<file path="src/keyed_max_priority_queue_assert.svh">
// Assertion macros shared by the keyed max priority queue RTL.
`ifndef KEYED_MAX_PRIORITY_QUEUE_ASSERT_SVH
`define KEYED_MAX_PRIORITY_QUEUE_ASSERT_SVH

// Check an expression at every clock edge outside reset.
`define KMPQ_ALWAYS(label, expr, msg) \
	label: assert property (@(posedge clk) disable iff (!arst_n) (expr)) \
		else $error(msg);

// Check a consequence in the same cycle as its cause.
`define KMPQ_IMPLY(label, ante, cons, msg) \
	label: assert property (@(posedge clk) disable iff (!arst_n) (ante) |-> (cons)) \
		else $error(msg);

// Check a consequence in the cycle after its cause.
`define KMPQ_NEXT(label, ante, cons, msg) \
	label: assert property (@(posedge clk) disable iff (!arst_n) (ante) |=> (cons)) \
		else $error(msg);

`endif

</file>
<file path="src/kmpq_pkg.sv">
// Shared constants and types of the keyed max priority queue.
package kmpq_pkg;

	localparam int CAPACITY = 16;
	localparam int KEY_BITS = 32;

	localparam int KEY_W   = 32;
	localparam int VAL_W   = 64;
	localparam int OP_W    = 2;
	localparam int IDX_W   = $clog2(CAPACITY);
	localparam int CNT_W   = $clog2(CAPACITY + 1);

	// Input request layout in s_tdata
	localparam int IN_KEY_LO = 0;
	localparam int IN_VAL_LO = IN_KEY_LO + KEY_W;
	localparam int IN_END_LO = IN_VAL_LO + VAL_W;
	localparam int IN_DATA_W = IN_END_LO + KEY_W;

	// Result layout in m_tdata
	localparam int OUT_KEY_LO = 0;
	localparam int OUT_VAL_LO = OUT_KEY_LO + KEY_W;
	localparam int OUT_DATA_W = OUT_VAL_LO + VAL_W;

	localparam logic [KEY_W-1:0] KEY_MASK = (KEY_BITS >= KEY_W) ? {KEY_W{1'b1}} :
		KEY_W'((64'd1 << KEY_BITS) - 64'd1);

	localparam logic [CNT_W-1:0] CAP_CNT = CNT_W'(CAPACITY);

	typedef enum logic [OP_W-1:0] {
		OP_ENQ = 2'd0,
		OP_DEQ = 2'd1,
		OP_RNG = 2'd2
	} op_t;

	typedef struct packed {
		logic [KEY_W-1:0] key;
		logic [VAL_W-1:0] value;
	} entry_t;

	localparam int ENTRY_W = $bits(entry_t);

	// Outcome of comparing one stored key against the request bounds
	typedef struct packed {
		logic eq_lo;
		logic lt_lo;
		logic le_hi;
	} cmp_t;

endpackage

</file>
<file path="src/kmpq_ram.sv">
// Generic single-write, single-read RAM with registered read data.
module kmpq_ram #(
	parameter int WIDTH = 8,
	parameter int DEPTH = 16
) (
	input  logic                     clk,
	input  logic                     we,
	input  logic [$clog2(DEPTH)-1:0] waddr,
	input  logic [WIDTH-1:0]         wdata,
	input  logic [$clog2(DEPTH)-1:0] raddr,
	output logic [WIDTH-1:0]         rdata
);

	logic [WIDTH-1:0] mem_q [DEPTH];

	// Write one word and register one read per cycle
	always_ff @(posedge clk) begin
		if (we) begin
			mem_q[waddr] <= wdata;
		end
		rdata <= mem_q[raddr];
	end

endmodule

</file>
<file path="src/kmpq_cmp.sv">
// Key comparator shared by every table scan.
module kmpq_cmp (
	input  logic [kmpq_pkg::KEY_W-1:0] entry_key,
	input  logic [kmpq_pkg::KEY_W-1:0] lo_key,
	input  logic [kmpq_pkg::KEY_W-1:0] hi_key,
	output kmpq_pkg::cmp_t             res
);
	import kmpq_pkg::*;

	// Compare the stored key against both bounds
	always_comb begin
		res.eq_lo = (entry_key == lo_key);
		res.lt_lo = (entry_key < lo_key);
		res.le_hi = (entry_key <= hi_key);
	end

endmodule

</file>
<file path="src/keyed_max_priority_queue.sv">
// Top level of the keyed max priority queue: sequencer, entry RAM and result register.
//
// The table holds up to CAPACITY unique keys with value words, largest key in
// slot 0, in a RAM with one write and one registered read port. One request is
// handled at a time; s_tready is high only while the sequencer is idle. Every
// step reads one slot, and scan steps run it through the single key comparator,
// so the cost is set by that read port: an enqueue scans to the insert point,
// moves each later entry down one slot and writes the new one; a dequeue emits
// the head and moves each later entry up one slot; a range query scans the
// table and also waits while the consumer stalls a result. The RAM needs no
// clearing after reset: only data from slots below the fill count is ever used.
// Results pass through one output register, so a finished result may wait
// while the next request is taken.
module keyed_max_priority_queue (
	input  logic                              clk,
	input  logic                              arst_n,
	input  logic                              s_tvalid,
	output logic                              s_tready,
	// bits from low: item_key[31:0], item_value[95:32], range_end[127:96]
	input  logic [kmpq_pkg::IN_DATA_W-1:0]    s_tdata,
	// bits from low: operation[1:0]
	input  logic [kmpq_pkg::OP_W-1:0]         s_tuser,
	output logic                              m_tvalid,
	input  logic                              m_tready,
	// bits from low: out_key[31:0], out_value[95:32]
	output logic [kmpq_pkg::OUT_DATA_W-1:0]   m_tdata,
	// bits from low: success[0]
	output logic                              m_tuser,
	output logic                              m_tlast
);
	import kmpq_pkg::*;

	`include "keyed_max_priority_queue_assert.svh"

	typedef enum logic [2:0] {
		ST_IDLE,
		ST_ENQ_SCAN,
		ST_ENQ_SHIFT,
		ST_ENQ_PUT,
		ST_DEQ_HEAD,
		ST_DEQ_SHIFT,
		ST_RNG_SCAN,
		ST_FAIL
	} state_t;

	state_t             state_q, state_d;
	logic [CNT_W-1:0]   count_q, count_d;
	logic [CNT_W-1:0]   idx_q, idx_d;
	logic [CNT_W-1:0]   pos_q, pos_d;
	logic [KEY_W-1:0]   key_q, key_d;
	logic [VAL_W-1:0]   val_q, val_d;
	logic [KEY_W-1:0]   hi_q, hi_d;
	logic               pend_q, pend_d;
	entry_t             pend_ent_q, pend_ent_d;
	logic               out_valid_q, out_valid_d;
	logic               out_ok_q, out_ok_d;
	logic               out_last_q, out_last_d;
	entry_t             out_ent_q, out_ent_d;

	logic               ram_we;
	logic [IDX_W-1:0]   ram_waddr;
	entry_t             ram_wdata;
	logic [IDX_W-1:0]   ram_raddr;
	logic [ENTRY_W-1:0] ram_rdata;
	entry_t             rd_ent;
	cmp_t               cmp_res;

	logic               accept;
	logic               can_push;
	logic               at_end;
	logic               emit;
	logic               emit_ok;
	logic               emit_last;
	entry_t             emit_ent;
	entry_t             new_ent;

	kmpq_ram #(
		.WIDTH(ENTRY_W),
		.DEPTH(CAPACITY)
	) u_ram (
		.clk  (clk),
		.we   (ram_we),
		.waddr(ram_waddr),
		.wdata(ram_wdata),
		.raddr(ram_raddr),
		.rdata(ram_rdata)
	);

	assign rd_ent = ram_rdata;

	kmpq_cmp u_cmp (
		.entry_key(rd_ent.key),
		.lo_key   (key_q),
		.hi_key   (hi_q),
		.res      (cmp_res)
	);

	assign s_tready = (state_q == ST_IDLE);
	assign accept   = s_tvalid && s_tready;
	assign can_push = !out_valid_q || m_tready;
	assign at_end   = (idx_q == count_q);
	assign new_ent  = '{key: key_q, value: val_q};

	assign m_tvalid = out_valid_q;
	assign m_tuser  = out_ok_q;
	assign m_tlast  = out_last_q;
	assign m_tdata  = {out_ent_q.value, out_ent_q.key};

	// Sequence the scan, shift and emit steps
	always_comb begin
		state_d    = state_q;
		count_d    = count_q;
		idx_d      = idx_q;
		pos_d      = pos_q;
		key_d      = key_q;
		val_d      = val_q;
		hi_d       = hi_q;
		pend_d     = pend_q;
		pend_ent_d = pend_ent_q;
		ram_we     = 1'b0;
		ram_waddr  = idx_q[IDX_W-1:0];
		ram_wdata  = new_ent;
		ram_raddr  = idx_q[IDX_W-1:0];
		emit       = 1'b0;
		emit_ok    = 1'b0;
		emit_last  = 1'b1;
		emit_ent   = '0;

		unique case (state_q)
			ST_IDLE: begin
				if (accept) begin
					key_d     = s_tdata[IN_KEY_LO +: KEY_W] & KEY_MASK;
					val_d     = s_tdata[IN_VAL_LO +: VAL_W];
					hi_d      = s_tdata[IN_END_LO +: KEY_W] & KEY_MASK;
					idx_d     = '0;
					pend_d    = 1'b0;
					ram_raddr = '0;
					unique case (op_t'(s_tuser))
						OP_ENQ: state_d = ST_ENQ_SCAN;
						OP_DEQ: state_d = (count_q == '0) ? ST_FAIL : ST_DEQ_HEAD;
						OP_RNG: state_d = ST_RNG_SCAN;
						default: state_d = ST_FAIL;
					endcase
				end
			end

			ST_ENQ_SCAN: begin
				if (!at_end && cmp_res.eq_lo) begin
					// Key present: replace its value and echo
					ram_we    = 1'b1;
					ram_waddr = idx_q[IDX_W-1:0];
					if (can_push) begin
						emit     = 1'b1;
						emit_ok  = 1'b1;
						emit_ent = new_ent;
						state_d  = ST_IDLE;
					end
				end else if (at_end || cmp_res.lt_lo) begin
					// Insert point found
					if (count_q == CAP_CNT) begin
						state_d = ST_FAIL;
					end else begin
						pos_d = idx_q;
						if (at_end) begin
							state_d = ST_ENQ_PUT;
						end else begin
							idx_d     = count_q - 1'b1;
							ram_raddr = IDX_W'(count_q - 1'b1);
							state_d   = ST_ENQ_SHIFT;
						end
					end
				end else begin
					idx_d     = idx_q + 1'b1;
					ram_raddr = IDX_W'(idx_q + 1'b1);
				end
			end

			ST_ENQ_SHIFT: begin
				// Move one entry a slot toward the tail
				ram_we    = 1'b1;
				ram_waddr = IDX_W'(idx_q + 1'b1);
				ram_wdata = rd_ent;
				if (idx_q == pos_q) begin
					state_d = ST_ENQ_PUT;
				end else begin
					idx_d     = idx_q - 1'b1;
					ram_raddr = IDX_W'(idx_q - 1'b1);
				end
			end

			ST_ENQ_PUT: begin
				ram_we    = 1'b1;
				ram_waddr = pos_q[IDX_W-1:0];
				if (can_push) begin
					emit     = 1'b1;
					emit_ok  = 1'b1;
					emit_ent = new_ent;
					count_d  = count_q + 1'b1;
					state_d  = ST_IDLE;
				end
			end

			ST_DEQ_HEAD: begin
				if (can_push) begin
					emit     = 1'b1;
					emit_ok  = 1'b1;
					emit_ent = rd_ent;
					if (count_q == CNT_W'(1)) begin
						count_d = count_q - 1'b1;
						state_d = ST_IDLE;
					end else begin
						idx_d     = CNT_W'(1);
						ram_raddr = IDX_W'(1);
						state_d   = ST_DEQ_SHIFT;
					end
				end
			end

			ST_DEQ_SHIFT: begin
				// Move one entry a slot toward the head
				ram_we    = 1'b1;
				ram_waddr = IDX_W'(idx_q - 1'b1);
				ram_wdata = rd_ent;
				if (idx_q == count_q - 1'b1) begin
					count_d = count_q - 1'b1;
					state_d = ST_IDLE;
				end else begin
					idx_d     = idx_q + 1'b1;
					ram_raddr = IDX_W'(idx_q + 1'b1);
				end
			end

			ST_RNG_SCAN: begin
				if (at_end || cmp_res.lt_lo) begin
					// Keys only fall from here: close the run
					if (can_push) begin
						emit     = 1'b1;
						emit_ok  = pend_q;
						emit_ent = pend_q ? pend_ent_q : '0;
						state_d  = ST_IDLE;
					end
				end else if (cmp_res.le_hi) begin
					// Match: flush the held one, hold this one
					if (!pend_q || can_push) begin
						emit       = pend_q;
						emit_ok    = 1'b1;
						emit_last  = 1'b0;
						emit_ent   = pend_ent_q;
						pend_d     = 1'b1;
						pend_ent_d = rd_ent;
						idx_d      = idx_q + 1'b1;
						ram_raddr  = IDX_W'(idx_q + 1'b1);
					end
				end else begin
					idx_d     = idx_q + 1'b1;
					ram_raddr = IDX_W'(idx_q + 1'b1);
				end
			end

			ST_FAIL: begin
				if (can_push) begin
					emit    = 1'b1;
					state_d = ST_IDLE;
				end
			end

			default: state_d = ST_IDLE;
		endcase

		// Load or drain the result register
		out_valid_d = out_valid_q;
		out_ok_d    = out_ok_q;
		out_last_d  = out_last_q;
		out_ent_d   = out_ent_q;
		if (emit) begin
			out_valid_d = 1'b1;
			out_ok_d    = emit_ok;
			out_last_d  = emit_last;
			out_ent_d   = emit_ent;
		end else if (m_tready) begin
			out_valid_d = 1'b0;
		end
	end

	// Hold state, counters and the result valid flag
	always_ff @(posedge clk or negedge arst_n) begin
		if (!arst_n) begin
			state_q     <= ST_IDLE;
			count_q     <= '0;
			idx_q       <= '0;
			pos_q       <= '0;
			pend_q      <= 1'b0;
			out_valid_q <= 1'b0;
		end else begin
			state_q     <= state_d;
			count_q     <= count_d;
			idx_q       <= idx_d;
			pos_q       <= pos_d;
			pend_q      <= pend_d;
			out_valid_q <= out_valid_d;
		end
	end

	// Payload registers
	always_ff @(posedge clk) begin
		key_q      <= key_d;
		val_q      <= val_d;
		hi_q       <= hi_d;
		pend_ent_q <= pend_ent_d;
		out_ok_q   <= out_ok_d;
		out_last_q <= out_last_d;
		out_ent_q  <= out_ent_d;
	end

	`KMPQ_ALWAYS(a_count_bound, count_q <= CAP_CNT, "fill count above capacity")
	`KMPQ_NEXT(a_busy_after_accept, accept, !s_tready, "ready right after an accepted request")
	`KMPQ_IMPLY(a_no_write_idle, ram_we, state_q != ST_IDLE, "table written while idle")
	`KMPQ_IMPLY(a_put_not_full, state_q == ST_ENQ_PUT, count_q < CAP_CNT, "insert into a full table")
	`KMPQ_NEXT(a_count_step, 1'b1, count_q == $past(count_q) || count_q == $past(count_q) + 1'b1 || count_q == $past(count_q) - 1'b1, "fill count jumped")

endmodule

</file>
<file path="config.mk">
export PLATFORM = sky130hd
export DESIGN_NAME = keyed_max_priority_queue
export DESIGN_NICKNAME = d
export VERILOG_FILES = /design/src/kmpq_pkg.sv /design/src/kmpq_ram.sv /design/src/kmpq_cmp.sv /design/src/keyed_max_priority_queue.sv
export VERILOG_INCLUDE_DIRS = /design/src /design/src/src
export SDC_FILE = /design/constraint.sdc
export NUM_CORES = 2
export LEC_CHECK = 0
export BUFFER_PORTS_ARGS = -buffer_cell sky130_fd_sc_hd__buf_2
export CAP_MARGIN = 15
export CORE_MARGIN = 2
export CORE_UTILIZATION = 45
export CTS_CLUSTER_DIAMETER = 200
export CTS_CLUSTER_SIZE = 24
export DETAILED_ROUTE_END_ITERATION = 16
export GPL_TIMING_DRIVEN = 0
export PLACE_DENSITY = 0.59
export SKIP_LAST_GASP = 1
export SLEW_MARGIN = 20
export SYNTH_ARGS = -nofsm -noshare
export SYNTH_HDL_FRONTEND = slang
export SYNTH_SLANG_ARGS = --single-unit
</file>
<file path="constraint.sdc">
create_clock -name clk -period 21.1 [get_ports clk]
set_input_delay 2.11 -clock clk [delete_from_list [all_inputs] [get_ports clk]]
set_output_delay 2.11 -clock clk [all_outputs]
set_load 0.01 [all_outputs]
</file>
==> impl_results.html <==
<table>
<tr><th>Metric</th><th>Value</th></tr>
<tr><th colspan="2">Yosys</th></tr>
<tr><td>Avg Inst Size Synth</td><td>19.6 sq um</td></tr>
<tr><td>Number of flops mapped to enable cells by yosys</td><td>1,858</td></tr>
<tr><td>Part of the Yosys area used for sequential elements</td><td>76.7%</td></tr>
<tr><td>Number of distinct library cells after synthesis</td><td>75</td></tr>
<tr><td>Prevailing post-synth register cell</td><td>sky130_fd_sc_hd__edfxtp_1</td></tr>
<tr><td>Post-synthesis cell area</td><td>75,900 sq um</td></tr>
<tr><td>Synthesized netlist net count</td><td>4,082</td></tr>
<tr><td>Fraction of registers with async set/reset</td><td>1.01%</td></tr>
<tr><td>Yosys synthesis warning count</td><td>0</td></tr>
<tr><td>Count of mapped cells out of synthesis</td><td>3,878</td></tr>
<tr><td>FF+latch count, synth</td><td>1,974</td></tr>
<tr><th colspan="2">Die</th></tr>
<tr><td>Area of the die</td><td>172,000 sq um</td></tr>
<tr><td>Die boundary height</td><td>415 um</td></tr>
<tr><td>Die width</td><td>415 um</td></tr>
<tr><td>Core ar.</td><td>167,000 sq um</td></tr>
<tr><td>Starting utilization of the core area</td><td>45.4%</td></tr>
<tr><td>Io pins</td><td>234</td></tr>
<tr><td>Row count</td><td>150</td></tr>
<tr><th colspan="2">Drt</th></tr>
<tr><td>Wire length per cell</td><td>30.2 um</td></tr>
<tr><td>Wire length on met3</td><td>10.7 mm</td></tr>
<tr><td># DRC</td><td>0</td></tr>
<tr><td>Starting DRT DRC Count</td><td>4,425</td></tr>
<tr><td>Total vias in the final route</td><td>38,900</td></tr>
<tr><td>Via count normalized by instance count</td><td>5.87</td></tr>
<tr><td>Final wirelength</td><td>200 mm</td></tr>
<tr><td>Met2 wire len</td><td>99.7 mm</td></tr>
<tr><td>Highest metal used</td><td>met4</td></tr>
<tr><td>Pre-Repair DR Iteration Count</td><td>5</td></tr>
<tr><td>Antenna-violating nets left</td><td>0</td></tr>
<tr><td>WL met1</td><td>82.8 mm</td></tr>
<tr><th colspan="2">Setup path</th></tr>
<tr><td>CP arrival</td><td>6.62 ns</td></tr>
<tr><td>Slowest cell on the critical path</td><td>sky130_fd_sc_hd__o21ai_0</td></tr>
<tr><td>Setup Crit Path Kind</td><td>flip-flop to flip-flop</td></tr>
<tr><td>Worst-case reg-to-reg path depth</td><td>11</td></tr>
<tr><td>Critical Path Source Type</td><td>flip-flop</td></tr>
<tr><td>RR Endpoint</td><td>m_tdata[34]$_DFFE_PP_</td></tr>
<tr><td>Start point of the critical path</td><td>key_q[13]$_DFFE_PP_</td></tr>
<tr><td>Crit path max-delay family</td><td>buffers and inverters</td></tr>
<tr><td>Reg-to-reg startpoint</td><td>key_q[13]$_DFFE_PP_</td></tr>
<tr><td>Top fanout value on the critical path</td><td>10</td></tr>
<tr><td>Buffers plus inverters on the worst setup path</td><td>4</td></tr>
<tr><td>Delay contributed by the slowest stage of the critical path</td><td>0.93 ns</td></tr>
<tr><td>Data required time at the worst endpoint</td><td>21.51 ns</td></tr>
<tr><td>Critical path's most frequent cell</td><td>sky130_fd_sc_hd__clkbuf_1</td></tr>
<tr><td>R2R Setup Slk</td><td>14.89 ns</td></tr>
<tr><td>Crit end category</td><td>flip-flop</td></tr>
<tr><td>Sequence of cells on the critical path</td><td>inv_1 &gt; ha_1 &gt; nand4_1 &gt; or4_1 &gt; nand2b_1 &gt; o21ai_4 &gt; buf_16 &gt; clkbuf_1 &gt; clkbuf_1 &gt; a22oi_1 &gt; o21ai_0</td></tr>
<tr><th colspan="2">Min path</th></tr>
<tr><td>Hold_sp</td><td>u_ram.rdata[2]$_DFF_P_</td></tr>
<tr><td>Kind of path behind the tightest hold check</td><td>flip-flop to flip-flop</td></tr>
<tr><td>WHS Endpoint</td><td>pend_ent_q[2]$_DFFE_PP_</td></tr>
<tr><td>Hold Path Stages</td><td>0</td></tr>
<tr><th colspan="2">Pwr</th></tr>
<tr><td>Worst IR Drop VDD</td><td>0.140 mV</td></tr>
<tr><td>Leakage power</td><td>28.3 nW</td></tr>
<tr><td>Power Dens Cells</td><td>178 nW/um^2</td></tr>
<tr><th colspan="2">Status</th></tr>
<tr><td>Outcome</td><td>finished, final reports clean</td></tr>
<tr><th colspan="2">GRT</th></tr>
<tr><td>All-Layer GR Usage</td><td>23.2%</td></tr>
<tr><td>Wire length of the first global-routing pass</td><td>287 mm</td></tr>
<tr><td>Pin count of the biggest net entering global routing</td><td>47</td></tr>
<tr><td>Initial antenna violation count</td><td>2</td></tr>
<tr><td>Via count of the first global-routing pass</td><td>39,500</td></tr>
<tr><td>Overall overflow remaining after global route</td><td>0</td></tr>
<tr><th colspan="2">Cells and area</th></tr>
<tr><td>Area growth, synth to finish</td><td>13.0%</td></tr>
<tr><td>Fraction of layout instances using a drive strength above 1</td><td>22.4%</td></tr>
<tr><td>Nets@finish</td><td>4,553</td></tr>
<tr><th colspan="2">CTS</th></tr>
<tr><td>Total of hold buffers inserted after clock tree synthesis</td><td>0</td></tr>
<tr><td>CTS tree</td><td>done</td></tr>
<tr><td>Clock Root Buffer</td><td>sky130_fd_sc_hd__clkbuf_16</td></tr>
<tr><td>Number of buffers inserted by post-CTS setup repair</td><td>0</td></tr>
<tr><td>Count of H-tree levels built during CTS</td><td>3</td></tr>
<tr><td>TritonCTS Sinks</td><td>1,974</td></tr>
<tr><td>Cts bufs inserted</td><td>92</td></tr>
<tr><td>Number of gates given a new drive strength after cts</td><td>0</td></tr>
<tr><td>Clock latency reported for the late side of the worst-skew pair</td><td>0.76 ns</td></tr>
<tr><td>Clock-pin slew on the worst setup and hold paths</td><td>0.10 ns</td></tr>
<tr><td>Largest buffer count on any clock path</td><td>3</td></tr>
<tr><th colspan="2">Timing</th></tr>
<tr><td>Highest clock frequency the design can meet</td><td>161 MHz</td></tr>
<tr><td>Worst path setup slack after routing</td><td>14.89 ns</td></tr>
<tr><td>Final clock period utilization by the worst path</td><td>29.4%</td></tr>
<tr><td>Post-Route Setup TNS</td><td>0 ns</td></tr>
<tr><td>Headroom to the max-slew limit</td><td>20.8%</td></tr>
<tr><td>Setup violators final</td><td>0</td></tr>
<tr><td>Unrepaired setup endpoints after global routing</td><td>false</td></tr>
<tr><td>Minimum clock period after layout</td><td>6.21 ns</td></tr>
<tr><td>Post-route clock skew</td><td>0.0340 ns</td></tr>
<tr><td>Pin slew with the least headroom to its limit</td><td>1.19 ns</td></tr>
<tr><td>Total count of max-transition violations in the final report</td><td>0</td></tr>
<tr><td>Final hold violation count</td><td>0</td></tr>
<tr><th colspan="2">Place</th></tr>
<tr><td>HPWL Detailed</td><td>136 mm</td></tr>
<tr><td>Number of buffer cells added on primary ports</td><td>233</td></tr>
<tr><td>Post-placement setup slack</td><td>14.43 ns</td></tr>
<tr><td>Placer congestion estimate</td><td>0.894</td></tr>
<tr><th colspan="2">Run</th></tr>
<tr><td>MaxCap Viol Count</td><td>0</td></tr>
</table>
==> area by class of cell <==
type	instances	area, sq um
multi-input combinational	1616	16500
clock inverter	8	126
fill	13300	81500
sequential	1974	58200
antenna	2	5.00
clock buffer	165	2580
buffer	210	1020
inverter	78	293
tap	2204	2760
timing repair buffer	377	4210
==> where the power goes <==
group	internal [mW]	switching, mW	leakage [nW]	total [mW]
clock	0.847	1.21	1.28	2.06
combinational	3.00	4.28	9.09	7.28
sequential	5.61	0.284	17.9	5.89
total	9.46	5.77	28.3	15.2
==> cell usage in the layout, fill, tap and decap left out, types with 6 or more instances in the layout <==
cell type                   count
sky130_fd_sc_hd__a211o_1       96
sky130_fd_sc_hd__a21o_1         6
sky130_fd_sc_hd__a21oi_1       55
sky130_fd_sc_hd__a22o_1        96
sky130_fd_sc_hd__a22oi_1       97
sky130_fd_sc_hd__buf_1         14
sky130_fd_sc_hd__buf_12        53
sky130_fd_sc_hd__buf_16        62
sky130_fd_sc_hd__buf_2        305
sky130_fd_sc_hd__buf_4         44
sky130_fd_sc_hd__buf_6         12
sky130_fd_sc_hd__clkbuf_1     161
sky130_fd_sc_hd__clkbuf_16     92
sky130_fd_sc_hd__dfrtp_1       20
sky130_fd_sc_hd__dfxtp_1       96
sky130_fd_sc_hd__edfxtp_1    1858
sky130_fd_sc_hd__ha_1          70
sky130_fd_sc_hd__inv_1         76
sky130_fd_sc_hd__mux2_2        67
sky130_fd_sc_hd__mux2i_1      194
sky130_fd_sc_hd__mux4_2       288
sky130_fd_sc_hd__nand2_1      170
sky130_fd_sc_hd__nand2b_1       7
sky130_fd_sc_hd__nand3_1       17
sky130_fd_sc_hd__nand4_1       19
sky130_fd_sc_hd__nor2_1        27
sky130_fd_sc_hd__nor2_4        19
sky130_fd_sc_hd__nor3_1        13
sky130_fd_sc_hd__o21ai_0      121
sky130_fd_sc_hd__o21ai_1       28
sky130_fd_sc_hd__o21ai_2        6
sky130_fd_sc_hd__o22ai_1       99
sky130_fd_sc_hd__o31ai_1       11
sky130_fd_sc_hd__xnor2_1       18
sky130_fd_sc_hd__xor2_1         7
==> worst max path at each step <==
| stage | end | slack, ns | cells past startpoint |
|---|---|---|---|
| 6_report | m_tdata[34]$_DFFE_PP_ | 14.89 | 11 |
| 5_1_grt | u_ram.rdata[41]$_DFF_P_ | 14.86 | 16 |
| 4_1_cts | m_tdata[34]$_DFFE_PP_ | 14.79 | 15 |
| 3_5_place_dp | u_ram.rdata[41]$_DFF_P_ | 14.43 | 14 |
| 3_3_place_gp | m_tvalid$_DFFE_PN0P_ | 2.02 | 6 |
| 2_1_floorplan | m_tvalid$_DFFE_PN0P_ | 10.50 | 5 |
==> kinds of logic after synthesis <==
logic type                 synth area share [%]
AOI/OAI and AO/OA                          6.17
muxes                                      12.1
adders and majority gates                  1.15
xor gates and xnor gates                  0.289
buffers and inverters                      1.72
and+or+nand+nor                            1.80
DFF                                        76.7
==> cells in the mapped netlist (all sizes together) (17+ instances only) <==
cell | instances | area share [%]
a21oi | 55 | 0.36
dfxtp | 96 | 2.5
nand2 | 170 | 0.84
mux2i | 194 | 2.6
buf | 117 | 0.87
edfxtp | 1858 | 74
dfrtp | 20 | 0.66
mux2 | 68 | 1.0
a211o | 96 | 1.1
inv | 77 | 0.38
clkbuf | 93 | 0.46
o22ai | 99 | 0.82
nand3 | 17 | 0.11
o21ai | 156 | 1.0
ha | 70 | 1.2
nor2 | 46 | 0.24
a22o | 96 | 1.1
nand4 | 19 | 0.16
a22oi | 97 | 0.96
mux4 | 288 | 8.6
xnor2 | 18 | 0.21
==> layer usage <==
| layer | global-route usage [%] | vias to the layer above |
|---|---|---|
| met5 | 0 | - |
| met1 | 31.7 | 20500 |
| li1 | - | 16800 |
| met4 | 6.99 | 0 |
| met2 | 39.2 | 1375 |
| met3 | 2.66 | 250 |
==> flip-flops by register name, summed over array words and instances, names as in the netlist <==
name and count:
pend_q 1, val_q 64, hi_q 32, pos_q 5, pend_ent_q 96, idx_q 5, state_q 3, u_ram.mem_q 1536
m_tvalid 1, key_q 32, m_tlast 1, count_q 5, u_ram.rdata 96, m_tdata 96, m_tuser 1
==> through the flow <==
stage | hold slack, ns | total power, mW | util [%] | instances | cell area [sq um]
final | 0.457 | 15.2 | 51.3 | 6634 | 85700
after floorplan | 0.427 | 10.6 | - | 3878 | 75900
after global routing | 0.465 | 15.9 | 51.3 | 6632 | 85700
after global placement | 0.430 | 13.2 | 47.7 | 6315 | 79800
after CTS | 0.446 | 15.4 | 51.3 | 6631 | 85700
after detailed placement | 0.440 | 13.3 | 49.6 | 6458 | 83000
Power figures use the tool's default switching activity.
